===== src/rtl/core/tps_pkg.sv =====
// Shared types and constants of the triangle plane splitter.
package tps_pkg;

  localparam int CoordBits = 32;
  localparam int NumLanes  = 6;
  localparam int NumCoords = 9;

  localparam logic [1:0] AXIS_X = 2'd0;
  localparam logic [1:0] AXIS_Y = 2'd1;
  localparam logic [1:0] AXIS_Z = 2'd2;

  localparam logic CFG_AXIS  = 1'b0;
  localparam logic CFG_PLANE = 1'b1;

  typedef enum logic [1:0] {
    KIND_POS   = 2'd0,
    KIND_NEG   = 2'd1,
    KIND_SPLIT = 2'd2,
    KIND_DROP  = 2'd3
  } kind_e;

  typedef struct packed {
    kind_e      kind;
    logic       lone_side;
    logic [1:0] lone;
    logic [1:0] oth0;
    logic [1:0] oth1;
    logic [1:0] axis;
  } ctrl_t;

endpackage


===== src/rtl/core/tps_setup.sv =====
// Second stage: sign classes, case decode and divider operands per crossing edge.
module tps_setup #(
  parameter int W = tps_pkg::CoordBits
) (
  input  logic                                    clk_i,
  input  logic                                    rst_ni,
  input  logic                                    en_i,
  input  logic                                    valid_i,
  input  logic [tps_pkg::NumCoords-1:0][W-1:0]    vert_i,
  input  logic [2:0][W:0]                         dist_i,
  input  logic [W-1:0]                            plane_i,
  input  logic [1:0]                              axis_i,
  output logic                                    valid_o,
  output tps_pkg::ctrl_t                          ctrl_o,
  output logic [tps_pkg::NumCoords-1:0][W-1:0]    vert_o,
  output logic [W-1:0]                            plane_o,
  output logic [tps_pkg::NumLanes-1:0][W-1:0]     lane_a_o,
  output logic [tps_pkg::NumLanes-1:0][W-1:0]     lane_b_o,
  output logic [tps_pkg::NumLanes-1:0][W:0]       lane_d_o,
  output logic [tps_pkg::NumLanes-1:0]            lane_neg_o,
  output logic [tps_pkg::NumLanes-1:0][W-1:0]     lane_base_o
);

  localparam int NL = tps_pkg::NumLanes;

  logic [2:0]       pos, neg, xing;
  logic [2:0][W-1:0] dmag;
  logic [1:0]       npos, nneg, ncross;
  logic [1:0]       edge0, edge1, ei, ej, lone;
  logic [3:0]       idx_i, idx_j;
  logic [W:0]       delta;
  logic [W-1:0]     vi, vj;
  tps_pkg::ctrl_t   ctrl_d;
  logic [NL-1:0][W-1:0] a_d, b_d, base_d;
  logic [NL-1:0][W:0]   d_d;
  logic [NL-1:0]        neg_d;

  logic                                 valid_q;
  tps_pkg::ctrl_t                       ctrl_q;
  logic [tps_pkg::NumCoords-1:0][W-1:0] vert_q;
  logic [W-1:0]                         plane_q;
  logic [NL-1:0][W-1:0]                 a_q, b_q, base_q;
  logic [NL-1:0][W:0]                   d_q;
  logic [NL-1:0]                        neg_q;

  always_comb begin
    for (int i = 0; i < 3; i++) begin
      neg[i]  = dist_i[i][W];
      pos[i]  = !dist_i[i][W] && (dist_i[i] != '0);
      dmag[i] = dist_i[i][W] ? W'(~dist_i[i] + 1'b1) : dist_i[i][W-1:0];
    end
    for (int e = 0; e < 3; e++) begin
      xing[e] = (pos[e] && neg[(e+1)%3]) || (neg[e] && pos[(e+1)%3]);
    end
    npos   = 2'($countones(pos));
    nneg   = 2'($countones(neg));
    ncross = 2'($countones(xing));
    edge0  = xing[0] ? 2'd0 : (xing[1] ? 2'd1 : 2'd2);
    edge1  = xing[2] ? 2'd2 : (xing[1] ? 2'd1 : 2'd0);

    lone = 2'd0;
    for (int i = 0; i < 3; i++) begin
      if ((npos == 2'd1) ? pos[i] : neg[i]) lone = 2'(i);
    end

    if (nneg == 2'd0) begin
      ctrl_d.kind = tps_pkg::KIND_POS;
    end else if (npos == 2'd0) begin
      ctrl_d.kind = tps_pkg::KIND_NEG;
    end else if (ncross == 2'd2) begin
      ctrl_d.kind = tps_pkg::KIND_SPLIT;
    end else begin
      ctrl_d.kind = tps_pkg::KIND_DROP;
    end
    ctrl_d.lone_side = (npos != 2'd1);
    ctrl_d.lone      = lone;
    ctrl_d.oth0      = (lone == 2'd0) ? 2'd1 : 2'd0;
    ctrl_d.oth1      = (lone == 2'd2) ? 2'd1 : 2'd2;
    ctrl_d.axis      = axis_i;

    // Lanes 0..2 hold the first crossing point, lanes 3..5 the second.
    for (int k = 0; k < 2; k++) begin
      ei = (k == 0) ? edge0 : edge1;
      ej = (ei == 2'd2) ? 2'd0 : ei + 2'd1;
      for (int c = 0; c < 3; c++) begin
        idx_i = 4'(ei) * 4'd3 + 4'(c);
        idx_j = 4'(ej) * 4'd3 + 4'(c);
        vi    = vert_i[idx_i];
        vj    = vert_i[idx_j];
        delta = {vj[W-1], vj} - {vi[W-1], vi};
        a_d[k*3+c]    = delta[W] ? W'(~delta + 1'b1) : delta[W-1:0];
        neg_d[k*3+c]  = delta[W];
        b_d[k*3+c]    = dmag[ei];
        d_d[k*3+c]    = {1'b0, dmag[ei]} + {1'b0, dmag[ej]};
        base_d[k*3+c] = vi;
      end
    end
  end

  always_ff @(posedge clk_i or negedge rst_ni) begin
    if (!rst_ni) begin
      valid_q <= 1'b0;
    end else if (en_i) begin
      valid_q <= valid_i;
    end
  end

  always_ff @(posedge clk_i) begin
    if (en_i) begin
      ctrl_q  <= ctrl_d;
      vert_q  <= vert_i;
      plane_q <= plane_i;
      a_q     <= a_d;
      b_q     <= b_d;
      d_q     <= d_d;
      neg_q   <= neg_d;
      base_q  <= base_d;
    end
  end

  assign valid_o     = valid_q;
  assign ctrl_o      = ctrl_q;
  assign vert_o      = vert_q;
  assign plane_o     = plane_q;
  assign lane_a_o    = a_q;
  assign lane_b_o    = b_q;
  assign lane_d_o    = d_q;
  assign lane_neg_o  = neg_q;
  assign lane_base_o = base_q;

endmodule


===== config.mk =====
export PLATFORM = sky130hd
export DESIGN_NAME = tps_setup
export DESIGN_NICKNAME = d
export VERILOG_FILES = /design/src/rtl/core/tps_pkg.sv /design/src/rtl/core/tps_setup.sv
export SDC_FILE = /design/constraint.sdc
export NUM_CORES = 2
export LEC_CHECK = 0
export BUFFER_PORTS_ARGS = -buffer_cell sky130_fd_sc_hd__buf_2
export CORE_AREA = 2 2 604 606
export CTS_CLUSTER_DIAMETER = 150
export DETAILED_ROUTE_END_ITERATION = 10
export DIE_AREA = 0 0 606 608
export HOLD_SLACK_MARGIN = 0.15
export PLACE_DENSITY_LB_ADDON = 0.05
export SLEW_MARGIN = 0
export SYNTH_ARGS = -nofsm -noshare
export SYNTH_HDL_FRONTEND = slang
export SYNTH_SLANG_ARGS = --single-unit
export TNS_END_PERCENT = 20

===== constraint.sdc =====
create_clock -name clk_i -period 1.2 [get_ports clk_i]
set_clock_uncertainty 0.1 [all_clocks]
set_input_delay 0.24 -clock clk_i [delete_from_list [all_inputs] [get_ports clk_i]]
set_output_delay 0.24 -clock clk_i [all_outputs]
set_load 0.01 [all_outputs]

Word-level counts from Yosys, hierarchy flattened
Cells that the tools add are included.
{"block": "op_classes", "addsub": 33, "multipliers": 4, "div_mod_pow": 0, "n_lt_le_gt_ge": 16, "eq_ne": 6, "shift": 0, "mux": 55, "bitwise_logic": 9, "n_reduce_logical": 22}
{"op": "binary-select mux 32 bit (select 4 bit)", "n": 12}
{"op": "two-way mux 32 bit", "n": 25}
{"op": "adder 32 x 1 -> 32 bit, second input constant", "n": 9}
{"op": "inverter 32 bit", "n": 9}
{"op": "binary-select mux 32 bit (select 2 bit)", "n": 4}
{"op": "subtractor 32 x 32 -> 33 bit", "n": 6}
{"op": "nonzero test 33 bit", "n": 3}
{"op": "adder 32 x 32 -> 33 bit", "n": 2}
{"op": "< comparator 4 x 5 -> 1 bit, second input constant", "n": 12}
{"op": "adder 4 x 1 -> 4 bit, second input constant", "n": 4}
{"op": "adder 4 x 2 -> 4 bit, second input constant", "n": 4}
{"op": "multiplier 2 x 2 -> 4 bit, second input constant", "n": 4}
{"op": "two-way mux 2 bit", "n": 7}
{"op": "< comparator 2 x 3 -> 1 bit, second input constant", "n": 4}
{"op": "logical AND 1 bit", "n": 9}
{"op": "== test 2 bit, second input constant", "n": 4}
{"op": "two-way mux 1 bit", "n": 7}
{"op": "adder 1 x 1 -> 2 bit", "n": 3}
{"op": "adder 2 x 1 -> 2 bit", "n": 3}
{"op": "logical NOT 2 bit", "n": 3}
{"op": "adder 2 x 1 -> 2 bit, second input constant", "n": 2}
{"op": "logical NOT 1 bit", "n": 3}
{"op": "logical OR 1 bit", "n": 3}
{"op": "== test 2 x 1 -> 1 bit, second input constant", "n": 1}
{"op": "2 further kinds", "n": 2}
{"block": "word_totals", "reg_bits": 852, "latchBits": 0, "ram_bits": 0, "rom_bits": 0, "memories": 0}

Depth between registers and ports, before layout
{"block": "depth", "ltp_word": 16, "depth_mapped": 38, "ltp_nobuf": 28}

Worst setup path after synthesis
Ideal clock, no wire load.
{"block": "synth_timing", "path_type": "input -> register", "startpoint": "input port dist_i[12] in the netlist's numbering", "endpoint": "register a_q, in the netlist lane_a_o[86], data pin", "setup_time_ns": 0.279, "arrival_ns": 7.844, "path_slack_ns": -7.022, "stages": 34, "path_buffers": 10, "path_cell_list": "or4_1 or3_1 or3_1 buf_2 o41a_1 o22a_1 buf_6 nor2_4 buf_6 inv_4 buf_6 buf_4 buf_2 ha_1 clkbuf_1 clkbuf_1 buf_1 a311oi_1 a21oi_1 ha_1 inv_1 fa_1 a21oi_1 o21bai_4 a22oi_1 a21oi_1 a211o_1 a2111oi_0 o31a_1 mux2_2 inv_1 clkbuf_1 o21ai_0 xnor2_1"}
{"item": "start: declaration", "line_no": "tps_setup.sv:10", "rtl": "input logic [2:0][W:0] dist_i,"}
{"item": "end signal: assignment", "line_no": "tps_setup.sv:113", "rtl": "a_q <= a_d;"}
{"item": "end: declaration", "line_no": "tps_setup.sv:42", "rtl": "logic [NL-1:0][W-1:0] a_q, b_q, base_q;"}

==> flow_summary.json <==
{
  "ir_drop_mv": 1.09,
  "synth_compound_gate_area_share_pct": 22.2,
  "synthMuxAreaShare_pct": 2.51,
  "yosys.area.top_type_share_pct": 40.5,
  "wl_per_cell_um": 32.7,
  "critPathArrivalTime_ps": 7140,
  "tightest_slew_ps": 1080,
  "area_delta_synth_final_pct": 79.0,
  "outcome": "complete, but fails checks",
  "hold_buffers": 381,
  "hold_start": "vert_i[32]",
  "core_area_sq_mm": 0.362,
  "synth_area_per_cell_sq_um": 9.14,
  "rsz0062_at_grt": "true",
  "multi_input_area_sq_mm": 0.0380,
  "port_buffers": 1535,
  "yosysTopAreaCell": "edfxtp_1",
  "slowest_stage": "or4_4",
  "synth_cell_type_count": 101,
  "firstDrtPassIters": 9,
  "fin_hold_ws_ps": 2.29,
  "max_freq_mhz": 150,
  "netlist_top_cells_area": "edfxtp_1, ha_1, nand2_1, a21oi_1, xnor2_1",
  "ant_nets": 0,
  "final_cells": 16400,
  "crit_type": "input pin to flip-flop",
  "critPathMaxFanout": 6,
  "synth_top_family_by_area": "compound AO/OA/AOI/OAI gates",
  "vias_per_cell": 4.64,
  "synthAdderAreaFrac_pct": 5.67,
  "cts_root_buf": "clkbuf_16",
  "drc": 0,
  "holdCritPathClass": "input pin to flip-flop",
  "routed_wl_um": 535000,
  "final_hold_viol_count": 0,
  "syn_area_sq_mm": 0.0631,
  "seq_area_frac_synth_pct": 40.5,
  "dieWidth_um": 606,
  "rows": 221,
  "synth_edf_count": 850,
  "ys_seq_elements": 851,
  "period_needed_ps": 6690,
  "netlist_instances": 6904,
  "grt_pass1_wl_um": 687000,
  "end_kind": "flip-flop",
  "placedCellCount": 15500,
  "drtIter0Drc": 5773,
  "setup_violations": 2488,
  "cpMostUsedCell": "buf_6",
  "cts.sinks": 851,
  "place.gp.congestion": 0.968,
  "antenna_found_initial": 91,
  "dieArea_sq_mm": 0.368,
  "start_kind": "input pin",
  "timing.rr.start": "valid_o",
  "final_max_slew_viol_count": 0,
  "final_layout_size_suffix_gt1_share_pct": 49.5,
  "ff_latch_area_sq_mm": 0.0255,
  "failed_checks": "negative setup slack",
  "pin_count": 1537,
  "startpoint": "dist_i[18]",
  "cts_tree": "built",
  "critical_path_required_ps": 1660,
  "period_share_pct": 557,
  "maxSlewHeadroom_pct": 27.7,
  "clock_path_buffers": 4,
  "power.density_mw_per_mm2": 1800,
  "postLayoutCellArea_sq_mm": 0.113,
  "n_fill_cell": 38600,
  "start_util_pct": 17.4,
  "clk_pin_slew_ps": 60,
  "synthArstFlopShare_pct": 0.118,
  "dpl.hpwl_um": 443000,
  "nets": 12200,
  "ys_warn_count": 0,
  "place_ws_ps": -7130,
  "synth-main-ff-cell": "edfxtp_1",
  "num_vias": 76000,
  "syn_nets": 7608,
  "power.leakage_uw": 0.0496,
  "numCtsBuffers": 114,
  "gr-total-overflow": 0,
  "cp_slowest_stage_delay_ps": 600,
  "power.total_uw": 203000,
  "die_h_um": 608,
  "synthSimpleGateAreaFrac_pct": 15.3,
  "grt_max_degree": 78,
  "worst_slack_ps": -5490,
  "insertion_delay_ps": 870,
  "cap_violations": 0,
  "grtUsageTotal_pct": 27.6,
  "post_dp_cell_area_sq_mm": 0.0973,
  "htree_num_levels": 3,
  "first_global_vias": 74900,
  "synth_xor_area_share_pct": 6.28
}
-- state kept, by name, indices dropped and copies added, names as in the netlist --
register,count
lane_b_o,64
plane_o,32
vert_o,288
valid_o,1
lane_base_o,192
ctrl_o,10
lane_neg_o,6
lane_d_o,66
lane_a_o,192
-- report_power, final --
group | internal (uW) | total (uW) | switching [uW]
Combinational | 55800 | 122000 | 66300
Sequential | 42000 | 45900 | 3910
Clock | 20200 | 34800 | 14600
-- metal layers --
layer  wire length [um]  global-route usage, %  vias up
met5                281                      0        -
met2             267000                   49.4     2879
met3              27600                   4.07      666
met1             207000                   31.6    38000
li1                   -                      -    34400
met4              33200                   14.2       44
-- repair_timing --
action                                   CTS  global route
gates cloned                               9            23
gates resized for setup                  463           689
setup buffers                             95           141
endpoints found under the setup margin  1639          2490
hold endpoints to repair                1208            30
pin swaps                                144           239
-- final timing paths --
path / to / slack (ps) / cells after the start
setup reg to reg: valid_o / 360 / 1
max in group asynchronous: valid_o / 230 / 4
min in group asynchronous: valid_o / 660 / 4
setup / recovery: lane_a_o[95] / -5490 / 31
hold / removal: lane_base_o[128] / 2 / 4
hold reg to reg: valid_o / 410 / 1
-- final cells by class --
| type | instances | share of cell area [%] |
|---|---|---|
| timing repair buffer | 5068 | 33.9 |
| multi-input combinational | 5109 | 33.7 |
| tap | 4794 | 5.31 |
| timing repair inverter | 1 | 0.0144 |
| inverter | 301 | 1.06 |
| sequential | 851 | 22.6 |
| antenna | 37 | 0.0820 |
| clock inverter | 74 | 0.692 |
| clock buffer | 132 | 2.60 |
-- kinds of logic (layout without fill, tap and decap cells) --
group	Yosys count	after routing
XOR/XNOR	452	452
flip-flops	851	851
AND/OR/NAND/NOR	2120	2120
multiplexers	144	144
other	1	38
buffers and inverters	944	5576
AO/OA/AOI/OAI	2113	2113
adder cells (fa/ha/maj)	279	279
-- cells in the mapped netlist, drive strengths merged, types with 48 or more instances --
cell,n
xnor2,272
inv,299
a221oi,65
mux2i,123
and3,55
xor2,180
a311oi,53
buf,410
clkbuf,233
o31ai,83
nand2b,48
nor2b,82
a31oi,173
nand2,873
ha,268
and2,68
nor3,80
nor2,599
o21a,100
a2111oi,64
o21ai,351
a21oi,602
nand3,83
a211oi,141
a21o,111
edfxtp,850
-- worst max-delay path, delay by kind of cell --
family                     cells  cell delay, ps
muxes                          1             120
and+or+nand+nor               10            2810
AOI/OAI and AO/OA             10            2150
buffers and inverters          7             910
adders and majority gates      3             860
-- through the flow --
| step | util, % | TNS [ps] |
|---|---|---|
| global route | 31.2 | -2831230 |
| global placement | 26.9 | -2742260 |
| CTS | 29.9 | -2832760 |
| floorplan | - | -2099710 |
| detailed placement | 26.9 | -2743860 |
| finish | 31.2 | -2685670 |
-- layout by cell type (no fill, tap or decap), types with 63 or more instances in the layout --
| cell | netlist | layout |
|---|---|---|
| buf_4 | 270 | 2835 |
| buf_2 | 102 | 1528 |
| edfxtp_1 | 850 | 850 |
| nand2_1 | 872 | 832 |
| nor2_1 | 596 | 556 |
| a21oi_1 | 602 | 519 |
| dlygate4sd3_1 | 0 | 381 |
| inv_1 | 284 | 269 |
| o21ai_0 | 340 | 249 |
| xnor2_1 | 272 | 229 |
| ha_1 | 268 | 215 |
| xor2_1 | 180 | 170 |
| buf_12 | 0 | 141 |
| clkbuf_16 | 0 | 137 |
| a31oi_1 | 173 | 136 |
| mux2i_1 | 123 | 118 |
| buf_6 | 9 | 118 |
| a21o_1 | 111 | 109 |
| o21a_1 | 100 | 87 |
| nand3_1 | 83 | 74 |
| nor2b_1 | 82 | 74 |
| a211oi_1 | 123 | 73 |
| a21oi_2 | 0 | 64 |
| nor3_1 | 80 | 63 |
| and2_1 | 67 | 63 |
Note: power is estimated with default switching activity, not from simulation.
