File: src/rtl/core/tps_pkg.sv
// Shared types and constants of the triangle plane splitter.
package tps_pkg;

  localparam int CoordBits = 32;
  localparam int NumLanes  = 6;
  localparam int NumCoords = 9;

  localparam logic [1:0] AXIS_X = 2'd0;
  localparam logic [1:0] AXIS_Y = 2'd1;
  localparam logic [1:0] AXIS_Z = 2'd2;

  localparam logic CFG_AXIS  = 1'b0;
  localparam logic CFG_PLANE = 1'b1;

  typedef enum logic [1:0] {
    KIND_POS   = 2'd0,
    KIND_NEG   = 2'd1,
    KIND_SPLIT = 2'd2,
    KIND_DROP  = 2'd3
  } kind_e;

  typedef struct packed {
    kind_e      kind;
    logic       lone_side;
    logic [1:0] lone;
    logic [1:0] oth0;
    logic [1:0] oth1;
    logic [1:0] axis;
  } ctrl_t;

endpackage

File: src/rtl/core/tps_classify.sv
// First stage: signed distance of each vertex to the plane.
module tps_classify #(
  parameter int W = tps_pkg::CoordBits
) (
  input  logic                                    clk_i,
  input  logic                                    rst_ni,
  input  logic                                    en_i,
  input  logic                                    valid_i,
  input  logic [tps_pkg::NumCoords-1:0][W-1:0]    vert_i,
  input  logic [W-1:0]                            plane_i,
  input  logic [1:0]                              axis_i,
  output logic                                    valid_o,
  output logic [tps_pkg::NumCoords-1:0][W-1:0]    vert_o,
  output logic [2:0][W:0]                         dist_o,
  output logic [W-1:0]                            plane_o,
  output logic [1:0]                              axis_o
);

  logic                                 valid_q;
  logic [tps_pkg::NumCoords-1:0][W-1:0] vert_q;
  logic [2:0][W:0]                      dist_q, dist_d;
  logic [W-1:0]                         plane_q;
  logic [1:0]                           axis_q, axis_d;
  logic [2:0][W-1:0]                    sel;

  // Selector three folds onto z.
  assign axis_d = (axis_i == tps_pkg::AXIS_X || axis_i == tps_pkg::AXIS_Y) ?
                  axis_i : tps_pkg::AXIS_Z;

  always_comb begin
    for (int i = 0; i < 3; i++) begin
      unique case (axis_d)
        tps_pkg::AXIS_X: sel[i] = vert_i[i*3];
        tps_pkg::AXIS_Y: sel[i] = vert_i[i*3+1];
        default:         sel[i] = vert_i[i*3+2];
      endcase
      dist_d[i] = {sel[i][W-1], sel[i]} - {plane_i[W-1], plane_i};
    end
  end

  always_ff @(posedge clk_i or negedge rst_ni) begin
    if (!rst_ni) begin
      valid_q <= 1'b0;
    end else if (en_i) begin
      valid_q <= valid_i;
    end
  end

  always_ff @(posedge clk_i) begin
    if (en_i) begin
      vert_q  <= vert_i;
      dist_q  <= dist_d;
      plane_q <= plane_i;
      axis_q  <= axis_d;
    end
  end

  assign valid_o = valid_q;
  assign vert_o  = vert_q;
  assign dist_o  = dist_q;
  assign plane_o = plane_q;
  assign axis_o  = axis_q;

endmodule

File: config.mk
export PLATFORM = sky130hd
export DESIGN_NAME = tps_classify
export DESIGN_NICKNAME = d
export VERILOG_FILES = /design/src/rtl/core/tps_pkg.sv /design/src/rtl/core/tps_classify.sv
export SDC_FILE = /design/constraint.sdc
export NUM_CORES = 1
export LEC_CHECK = 0
export BUFFER_PORTS_ARGS = -buffer_cell sky130_fd_sc_hd__buf_2
export CAP_MARGIN = 20
export CORE_AREA = 5 5 287 289
export DETAILED_ROUTE_END_ITERATION = 12
export DIE_AREA = 0 0 292 294
export MAX_ROUTING_LAYER = met4
export SLEW_MARGIN = 40
export SYNTH_ARGS = -nofsm -noshare
export SYNTH_HDL_FRONTEND = slang
export SYNTH_SLANG_ARGS = --single-unit
File: constraint.sdc
create_clock -name clk_i -period 0.8 [get_ports clk_i]
set_input_delay 0.16 -clock clk_i [delete_from_list [all_inputs] [get_ports clk_i]]
set_output_delay 0.16 -clock clk_i [all_outputs]
set_load 0.01 [all_outputs]
# [Word-level counts from Yosys, hierarchy flattened]
# Cells that the tools add are included.
[totals] ff_bits=422 input_bits=326 output_inout_bits=422 word_cells=27
[classes] add_sub_neg=3 eq_ne=2 n_mux=4 reduce_logical=3
[op_table] op="32-bit one-hot mux with 2 select lines" count=3
[op_table] op="32-bit by 32-bit subtractor with 33-bit output" count=3
[op_table] op="2-bit by 1-bit == test with 1-bit output, second input constant" count=2
[op_table] op="2-bit logical NOT" count=2
[op_table] op="2-bit 2-to-1 mux" count=1
[op_table] op="1-bit logical OR" count=1

# [Logic depth before layout (Yosys ltp)]
# Gate-level depths: netlist of the first run.
[depth] depth_word=6 ltp_mapped=16 ltp_nobuf=14

# [Worst setup path after synthesis of the first run]
# OpenSTA, ideal clock, no wires.
[synth_timing] path_kind="input to register" from="in axis_i[0]" to="reg dist_q (netlist bit dist_o[83]) (data pin)" setup_ns=0.260 t_arrival_ns=3.526 required_ns=0.540 slack_ns=-2.986 stages=14 path_buffers=3 path_cell_list="clkbuf_1 -> buf_1 -> buf_1 -> mux2i_1 -> o21ai_0 -> ha_1 -> a2111oi_0 -> inv_1 -> o2111a_1 -> o21a_1 -> o31a_1 -> o21a_1 -> o32ai_2 -> xnor2_1"
[synth_rtl] element="from (decl)" line_no="tps_classify.sv:11" rtl="input logic [1:0] axis_i,"
[synth_rtl] element="to (signal assigned)" line_no="tps_classify.sv:52" rtl="dist_q <= dist_d;"
[synth_rtl] element="to (decl)" line_no="tps_classify.sv:21" rtl="logic [2:0][W:0] dist_q, dist_d;"

==> results of run 1 <==
logic make-up (layout without fill, tap and decap cells):
group / count (synthesis) / count (layout)
flip-flops: 422 / 422
AO/OA/AOI/OAI: 382 / 382
AND/OR/NAND/NOR: 278 / 278
buffers and inverters: 107 / 1735
adder cells (fa/ha/maj): 99 / 99
multiplexers: 99 / 99
XOR/XNOR: 83 / 83
other: 0 / 11
layout make-up:
type                            count  area, µm²
Antenna cell                       11       27.5
Clock buffer                       58       1260
Clock inverter                     29        263
Fill cell                        7297      44100
Inverter                           60        225
Multi-Input combinational cell    941       7810
Sequential cell                   422      12700
Tap cell                         1060       1330
Timing Repair Buffer             1588      12000
where the power goes:
group / switching (mW) / total [mW] / internal [mW]
clock: 9.53 / 21.8 / 12.3
sequential: 0.797 / 28.1 / 27.3
combinational: 10.4 / 21.0 / 10.6
worst max-delay path: stages:
cell and delay, ns:
buf_12 0.11, buf_12 0.14, buf_4 0.14, buf_8 0.12, mux2i_1 0.16, o21ai_1 0.09, ha_1 0.33, a21o_1 0.24
buf_6 0.14, a211o_1 0.30, o21ai_4 0.27, o31ai_4 0.12, buf_4 0.14, a41o_1 0.19, a21oi_2 0.18, buf_6 0.14
nor2_1 0.04, xor2_1 0.14
cells in the final DEF (no fill, tap or decap), types with 11 or more instances in the layout:
cell type	netlist	final
buf_2	0	687
edfxtp_1	421	421
buf_4	0	421
dlygate4sd3_1	0	324
nand2_1	141	134
buf_6	0	118
mux2i_1	98	83
ha_1	96	79
o21ai_0	141	71
a21oi_1	95	58
inv_1	60	57
clkbuf_16	0	50
a21o_1	48	48
xnor2_1	54	45
nor2_1	50	42
o21ai_2	0	32
a21oi_2	0	32
o21ai_1	3	29
buf_12	0	24
xor2_1	29	23
o21ai_4	0	12
o211ai_1	12	12
o21a_1	13	12
o21bai_1	13	12
ha_4	0	12
diode_2	0	11
nand3_1	13	11
sequential cells by signal, indices dropped and copies added (netlist names):
register	flops
valid_o	1
plane_o	32
axis_o	2
dist_o	99
vert_o	288
path summary, 6_finish.rpt:
kind | start | to | slack [ns] | cells after the start
worst max-delay path | axis_i[0] | dist_o[54] | -2.05 | 18
worst min register to register | valid_o | valid_o | 0.50 | 1
worst min-delay path | en_i | vert_o[44] | 0.03 | 2
max in group asynchronous | rst_ni | valid_o | 0.30 | 3
worst max register to register | valid_o | valid_o | 0.06 | 1
min in group asynchronous | rst_ni | valid_o | 0.40 | 3
metrics by stage:
stage	power (mW)	instances	TNS [ns]	setup slack, ns
after global routing	74.0	4167	-373.52	-2.17
final	70.9	4169	-343.46	-2.05
after global placement	44.9	3665	-304.63	-2.94
after floorplan	35.4	1470	-160.60	-2.46
after CTS	70.4	4122	-352.25	-2.05
after detailed placement	45.0	3665	-308.38	-2.96
layer usage:
metal | vias up | GRT usage [%] | part of all wire [%] | routed length (µm)
li1 | 8776 | - | - | -
met1 | 9030 | 23.2 | 40 | 35400
met2 | 624 | 33.9 | 50 | 44300
met3 | 150 | 4.30 | 6.4 | 5670
met4 | 0 | 6.25 | 3.3 | 2870
met5 | - | - | 0 | 0
repair_timing:
item | CTS | global route
pin swaps | 80 | 81
gates cloned | 6 | 1
setup buffers | 53 | 45
hold endpoints to repair | 323 | 0
endpoints found under the setup margin | 518 | 518
hold buffers | 324 | 0
resized for setup | 342 | 111
==> results.json, run 1 <==
{
  "drcViolationCount": 0,
  "cts_tree": "done",
  "fp.dieH_um": 294,
  "yosys_warnings": 0,
  "fin_skew_ns": 0,
  "violations": "setup timing",
  "min_period_ns": 2.85,
  "synth_area_um2": 19600,
  "max_cap_violations": 0,
  "grt_use_total_pct": 19.7,
  "crit_fanout": 8,
  "synth-edff-count": 421,
  "initial_utilization_pct": 24.7,
  "dieArea_um2": 85800,
  "synth_top_cell_by_area": "edfxtp_1",
  "design_area_um2": 35600,
  "synth_cells": 1470,
  "clock.fmax_ghz": 0.351,
  "viasPerCell": 4.46,
  "ys_seq_area_share_pct": 64.5,
  "worst_slack_ns": -2.05,
  "clk_pin_slew_ns": 0.06,
  "synth.area.mux_share_pct": 5.05,
  "synthAdderAreaFrac_pct": 6.42,
  "num_vias": 18580,
  "tightest_slew_ns": 0.626,
  "synth_top_family_by_area": "compound AO/OA/AOI/OAI gates",
  "die_width_um": 292,
  "synth_compound_area_share_pct": 12.0,
  "avgSynthCellArea_um2": 13.4,
  "peakVddDrop_v": 0.00140,
  "cts.path.max_buffers": 3,
  "nets": 3487,
  "core_area_um2": 79600,
  "grt_overflow": 0,
  "dr.pass1.iters": 6,
  "synthDistinctLibCells": 60,
  "rsz0062_at_grt": "yes",
  "antenna_found_initial": 10,
  "numPortBuffers": 747,
  "synth_common_cells": "edfxtp_1 (421), nand2_1 (141), o21ai_0 (141)",
  "area_delta_synth_final_pct": 81.1,
  "place_congestion": 0.869,
  "wl_mm": 88.3,
  "outcome": "finished, violations left",
  "p_leak_nw": 15.7,
  "synthXorXnorAreaFrac_pct": 3.70,
  "synth.top_cells.by_area": "edfxtp_1 (64%), ha_1 (6.1%), mux2i_1 (5.0%), o21ai_0 (3.6%), nand2_1 (2.7%)",
  "synth_top_flop_cell": "edfxtp_1",
  "hp-class": "in -> reg",
  "crit_required_ns": 1.13,
  "cp-end-kind": "register",
  "antenna_left": 0,
  "setup_viol": 518,
  "fin_util_pct": 44.7,
  "grt_pass1_vias": 19528,
  "num_io_pins": 748,
  "hpwl_mm": 65.8,
  "syn-num-nets": 1895,
  "grt_max_degree": 34,
  "fin_crit_sh_pct": 356,
  "holdWs_ns": 0.0308,
  "worstSetupPathType": "in -> reg",
  "drive_above_1_share_pct": 49.5,
  "cts_root_buf": "clkbuf_16",
  "htree_levels": 2,
  "slew_headroom_pct": 57.9,
  "num_rows": 104,
  "synthArstFlopShare_pct": 0.237,
  "drv_slew": 0,
  "grt_pass1_wl_mm": 124,
  "yosys.area.top_type_share_pct": 64.3,
  "drt_iter0_markers": 805,
  "critPathArrivalTime_ns": 3.18,
  "insertion_delay_ns": 0.59,
  "synth_most_common_cell": "edfxtp_1",
  "powerDensity_nw_per_um2": 1990,
  "final_hold_viol_count": 0,
  "synth_seq_cells": 422,
  "wire_per_inst_um": 21.2,
  "synth_simple_gate_area_share_pct": 6.36,
  "place_area_um2": 28200,
  "cts_sinks": 422,
  "start_kind": "input pin",
  "numCtsBuffers": 49
}
(Power assumes the default switching activity.)
==> inputs of run 2 (changes only) <==
Settings changed: RECOVER_POWER set to 25, SKIP_CTS_REPAIR_TIMING set to 1.
==> run 2 against run 1 <==
Against the previous run: the flow still finishes with violations (setup timing); register-to-register slack about the same; sequential share of layout area increased by 0.49 points; cell count decreased by 1.0%; clock power about the same; sequential power about the same; core utilization decreased by 0.61 points; global-route usage decreased by 2.2 points; setup slack got worse by 0.064 ns; count of clock-buffer cells in the layout unchanged; via count decreased by 0.26%; non-clock buffer count decreased by 36; largest power group unchanged.
==> results.json, run 2 (same netlist as run 1, synthesis figures left out) <==
{
  "initial_utilization_pct": 24.7,
  "crit_chain": "buf_12 -> mux2i_4 -> nor2_2 -> a21oi_2 -> ha_2 -> inv_2 -> fa_2 -> a21o_1 -> a221oi_4 -> o21ai_4 -> a311o_2 -> o41ai_4 -> o221ai_2 -> a31oi_1 -> xnor2_1",
  "fin_crit_sh_pct": 364,
  "slowest_stage": "a311o_2",
  "critPathArrivalTime_ns": 3.25,
  "dieArea_um2": 85800,
  "rr_endpoint": "valid_o",
  "final_cell_mix": "buf_2 (695), edfxtp_1 (421), buf_4 (394), dlygate4sd3_1 (324), nand2_1 (132)",
  "die_width_um": 292,
  "wire_per_inst_um": 21.1,
  "crit_fanout": 3,
  "num_io_pins": 748,
  "antenna_found_initial": 7,
  "core_area_um2": 79600,
  "finalSetupTns_ns": -433.07,
  "cts_sinks": 422,
  "clk_pin_slew_ns": 0.06,
  "place_ws_ns": -2.96,
  "grt_pass1_wl_mm": 110,
  "largest_register_ffs": 288,
  "critPathTopFamily": "compound AO/OA/AOI/OAI gates",
  "fin_skew_ns": 0,
  "cp-end-kind": "register",
  "cts.path.max_buffers": 3,
  "final_hold_viol_count": 0,
  "drive_above_1_share_pct": 48.7,
  "powerDensity_nw_per_um2": 2000,
  "grt_pass1_vias": 17146,
  "place_congestion": 0.869,
  "rsz0062_at_grt": "yes",
  "area_delta_synth_final_pct": 78.6,
  "hold_depth": 3,
  "htree_levels": 2,
  "p_leak_nw": 15.5,
  "register_area_um2": 12700,
  "fin_util_pct": 44.1,
  "slew_headroom_pct": 47.2,
  "design_area_um2": 35100,
  "drv_slew": 0,
  "timing.rr.start": "valid_o",
  "total_power_mw": 70.3,
  "hp-start": "plane_i[0]",
  "cts_tree": "done",
  "viasPerCell": 4.49,
  "numPortBuffers": 747,
  "multi_input_area_um2": 7760,
  "setup_viol": 909,
  "crit_required_ns": 1.13,
  "cts_root_buf": "clkbuf_16",
  "tightest_slew_ns": 0.791,
  "start_kind": "input pin",
  "place_area_um2": 28200,
  "max_cap_violations": 0,
  "hp-class": "in -> reg",
  "clock.fmax_ghz": 0.343,
  "drt_iter0_markers": 815,
  "grt_use_total_pct": 17.6,
  "antenna_left": 0,
  "nets": 3451,
  "min_period_ns": 2.91,
  "cp_num_buf_inv": 2,
  "worstSetupPathType": "in -> reg",
  "max_stage_delay_ns": 0.44,
  "num_vias": 18531,
  "worst_slack_ns": -2.11,
  "r2r_cells": 1,
  "dr.pass1.iters": 5,
  "outcome": "finished, violations left",
  "num_rows": 104,
  "whs_endpoint": "dist_o[33]",
  "num-fill-cells": 7344,
  "numCtsBuffers": 49,
  "peakVddDrop_v": 0.00139,
  "hpwl_mm": 65.8,
  "insertion_delay_ns": 0.59,
  "violations": "setup timing",
  "fp.dieH_um": 294,
  "drcViolationCount": 0,
  "reg2reg_slack_ns": 0.07,
  "grt_max_degree": 40,
  "grt_overflow": 0,
  "wl_mm": 87.0,
  "final_common_cell": "buf_2"
}
-- run 2: cell types whose count changed in the layout (fill, tap and decap cells not counted), moves of 4 or more --
cell	previous run	this run
a21oi_2	32	37
buf_2	687	695
buf_4	421	394
buf_6	118	99
clkbuf_16	50	54
diode_2	11	5
mux2i_1	83	87
mux2i_2	10	5
o21ai_1	29	33
o21ai_4	12	8
-- run 2: stage by stage --
step                      instances  hold slack (ns)
after global routing           4127           0.0132
after floorplan                1470           -0.136
after detailed placement       3665          -0.0646
after CTS                      3752           -0.713
final                          4127           0.0382
after global placement         3665          -0.0654
-- run 2: worst max-delay path by stage --
| stage | slack [ns] | depth (start not counted) | from | to |
|---|---|---|---|---|
| floorplan | -2.46 | 16 | axis_i[0] | dist_o[63] |
| global placement | -2.94 | 15 | vert_i[128] | dist_o[63] |
| detailed placement | -2.96 | 15 | axis_i[0] | dist_o[63] |
| CTS | -2.33 | 15 | axis_i[0] | dist_o[63] |
| global route | -2.24 | 17 | axis_i[0] | dist_o[59] |
| finish | -2.11 | 15 | axis_i[0] | dist_o[63] |
-- run 2: where the power goes --
part           internal, mW  switching, mW
Combinational          10.2           10.3
Sequential             27.3          0.773
Clock                  12.3           9.50
Total                  49.8           20.6
-- run 2: layout make-up --
cell class                      count  share of cell area [%]
Clock buffer                       58                    3.59
Multi-Input combinational cell    941                    22.1
Sequential cell                   422                    36.1
Clock inverter                     29                   0.749
Inverter                           60                   0.642
Tap cell                         1060                    3.78
Timing Repair Buffer             1552                    33.0
Antenna cell                        5                  0.0357
-- run 2: layer usage --
metal  wire length, µm  vias to the layer above  GRT usage (%)
li1                  -                     8703              -
met1             35400                     9048           21.1
met2             44200                      655           30.6
met3              5330                      125           3.41
met4              2080                        0           4.32
met5                 0                        -              -
==> inputs of run 3 (changes only) <==
--- a/config.mk
+++ b/config.mk
@@ -14,3 +14,2 @@
 export RECOVER_POWER = 25
-export SKIP_CTS_REPAIR_TIMING = 1
 export SLEW_MARGIN = 40
==> constraint.sdc (replaced) <==
create_clock -name clk_i -period 0.8 [get_ports clk_i]
set_input_delay 0 -clock clk_i [delete_from_list [all_inputs] [get_ports clk_i]]
set_output_delay 0 -clock clk_i [all_outputs]
set_load 0.01 [all_outputs]
==> run 3 against run 2 <==
Against the previous run: the run ends with hold timing, setup timing left; setup slack gained 0.14 ns; cell count up 0.82%; cell area up 1.1%; clock skew unchanged; core utilization is 0.49 points higher; first-iteration DRC count is 6.1% higher; routed wire length rose by 0.84%; largest power group unchanged.
==> results.json, run 3 (same netlist as run 1, synthesis figures left out) <==
{
  "outcome": "finished, violations left",
  "violations": "hold timing, setup timing",
  "r2r_cells": 1,
  "htree_levels": 2,
  "placed_cells": 3665,
  "crit_fanout": 3,
  "antenna_left": 0,
  "design_area_um2": 35500,
  "slew_headroom_pct": 56.8,
  "fp.dieH_um": 294,
  "die_width_um": 292,
  "drt_iter0_markers": 865,
  "cts_tree": "done",
  "final_hold_viol_count": 5,
  "p_comb_share_pct": 29.6,
  "p_int_mw": 50.0,
  "largest_register_ffs": 288,
  "grt_pass1_wl_mm": 124,
  "finalSetupTns_ns": -407.97,
  "final_common_cell": "buf_2",
  "min_period_ns": 2.77,
  "numCtsBuffers": 49,
  "start_kind": "input pin",
  "reg2reg_slack_ns": 0.07,
  "cts.path.max_buffers": 3,
  "fin_skew_ns": 0,
  "hp-class": "in -> reg",
  "worstSetupPathType": "in -> reg",
  "fin_crit_sh_pct": 347,
  "insertion_delay_ns": 0.58,
  "grt_pass1_vias": 19602,
  "grt_use_total_pct": 19.8,
  "hpwl_mm": 65.9,
  "final_cell_mix": "buf_2 (656), edfxtp_1 (421), buf_4 (415), dlygate4sd3_1 (322), nand2_1 (137)",
  "antenna_found_initial": 10,
  "place_area_um2": 28200,
  "rsz0062_at_grt": "yes",
  "drcViolationCount": 0,
  "register_area_um2": 12700,
  "place_ws_ns": -2.87,
  "initial_utilization_pct": 24.7,
  "drive_above_1_share_pct": 48.3,
  "num_vias": 18578,
  "wire_per_inst_um": 21.1,
  "worst_slack_ns": -1.97,
  "dieArea_um2": 85800,
  "grt_overflow": 0,
  "final_cells": 4161,
  "critPathArrivalTime_ns": 3.13,
  "multi_input_area_um2": 7860,
  "dr.pass1.iters": 5,
  "p_switching_mw": 20.9,
  "cts_sinks": 422,
  "p_leak_nw": 15.6,
  "viasPerCell": 4.46,
  "hold_depth": 1,
  "crit_required_ns": 1.15,
  "rr_endpoint": "valid_o",
  "numPortBuffers": 747,
  "timing.rr.start": "valid_o",
  "holdWs_ns": -0.326,
  "tightest_slew_ns": 0.641,
  "wl_mm": 87.8,
  "max_cap_violations": 0,
  "hp-start": "vert_i[160]",
  "nets": 3483,
  "clk_pin_slew_ns": 0.06,
  "whs_endpoint": "vert_o[160]",
  "pwr-share-seq_pct": 39.6,
  "num_io_pins": 748,
  "cts_root_buf": "clkbuf_16",
  "cp-end-kind": "register",
  "grt_max_degree": 34,
  "switching_share_pct": 29.5,
  "num-fill-cells": 7339,
  "powerDensity_nw_per_um2": 2000,
  "area_delta_synth_final_pct": 80.6,
  "place_congestion": 0.872,
  "drv_slew": 0,
  "setup_viol": 939,
  "core_area_um2": 79600,
  "num_rows": 104,
  "pwr-share-clk_pct": 30.8,
  "clock.fmax_ghz": 0.361,
  "peakVddDrop_v": 0.00181
}
==> run 3: through the flow <==
| stage | power, mW | utilization (%) |
|---|---|---|
| 2_1_floorplan | 35.4 | - |
| 3_3_place_gp | 44.9 | 35.4 |
| 3_5_place_dp | 45.0 | 35.4 |
| 4_1_cts | 70.8 | 43.9 |
| 5_1_grt | 74.2 | 44.6 |
| 6_report | 71.0 | 44.6 |
==> run 3: area by class of cell <==
class,count,share of cell area [%]
Timing Repair Buffer,1584,33.4
Clock inverter,30,0.723
Inverter,60,0.635
Antenna cell,8,0.0564
Sequential cell,422,35.7
Tap cell,1060,3.74
Clock buffer,56,3.59
Multi-Input combinational cell,941,22.1
==> run 3: worst max-delay path by stage <==
stage                         start  depth (start not counted)    endpoint  slack [ns]
after floorplan           axis_i[0]                         16  dist_o[63]       -2.30
final                     axis_i[0]                         16  dist_o[61]       -1.97
after global routing      axis_i[0]                         18  dist_o[30]       -2.07
after detailed placement  axis_i[0]                         15  dist_o[63]       -2.87
after global placement    axis_i[0]                         15  dist_o[63]       -2.86
after CTS                 axis_i[0]                         16  dist_o[61]       -1.93
==> run 3: worst max-delay path, cell delays in order <==
cell	delay (ns)
buf_8	0.09
mux2i_4	0.25
nor2_1	0.07
a21oi_1	0.13
ha_2	0.22
inv_2	0.04
fa_2	0.37
a21o_4	0.24
a221oi_4	0.29
o21ai_4	0.12
a311o_2	0.45
o41ai_4	0.33
buf_4	0.21
o21ai_4	0.07
a21boi_2	0.17
xnor2_1	0.07
==> run 3: layer usage <==
layer / part of all wire [%] / up-vias / GRT usage, %
li1: - / 8763 / -
met5: 0 / - / -
met3: 6.6 / 140 / 4.32
met2: 51 / 640 / 34.4
met1: 40 / 9035 / 23.0
met4: 3.2 / 0 / 5.97
==> run 3: timing repair <==
item,in CTS,in global routing
resized for setup,362,107
setup endpoints to repair,518,939
hold buffers,321,3
buffers inserted,72,34
gates cloned,5,0
endpoints found under the hold margin,385,49
pin swaps,121,83
==> run 3: power groups by stage <==
stage | Combinational, mW | Clock, mW | Sequential [mW]
final | 21.0 | 21.9 | 28.1
after CTS | 20.4 | 22.4 | 28.1
after global routing | 22.5 | 23.3 | 28.3
after detailed placement | 16.6 | 0 | 28.4
after global placement | 16.6 | 0 | 28.4
after floorplan | 5.70 | 0 | 29.7
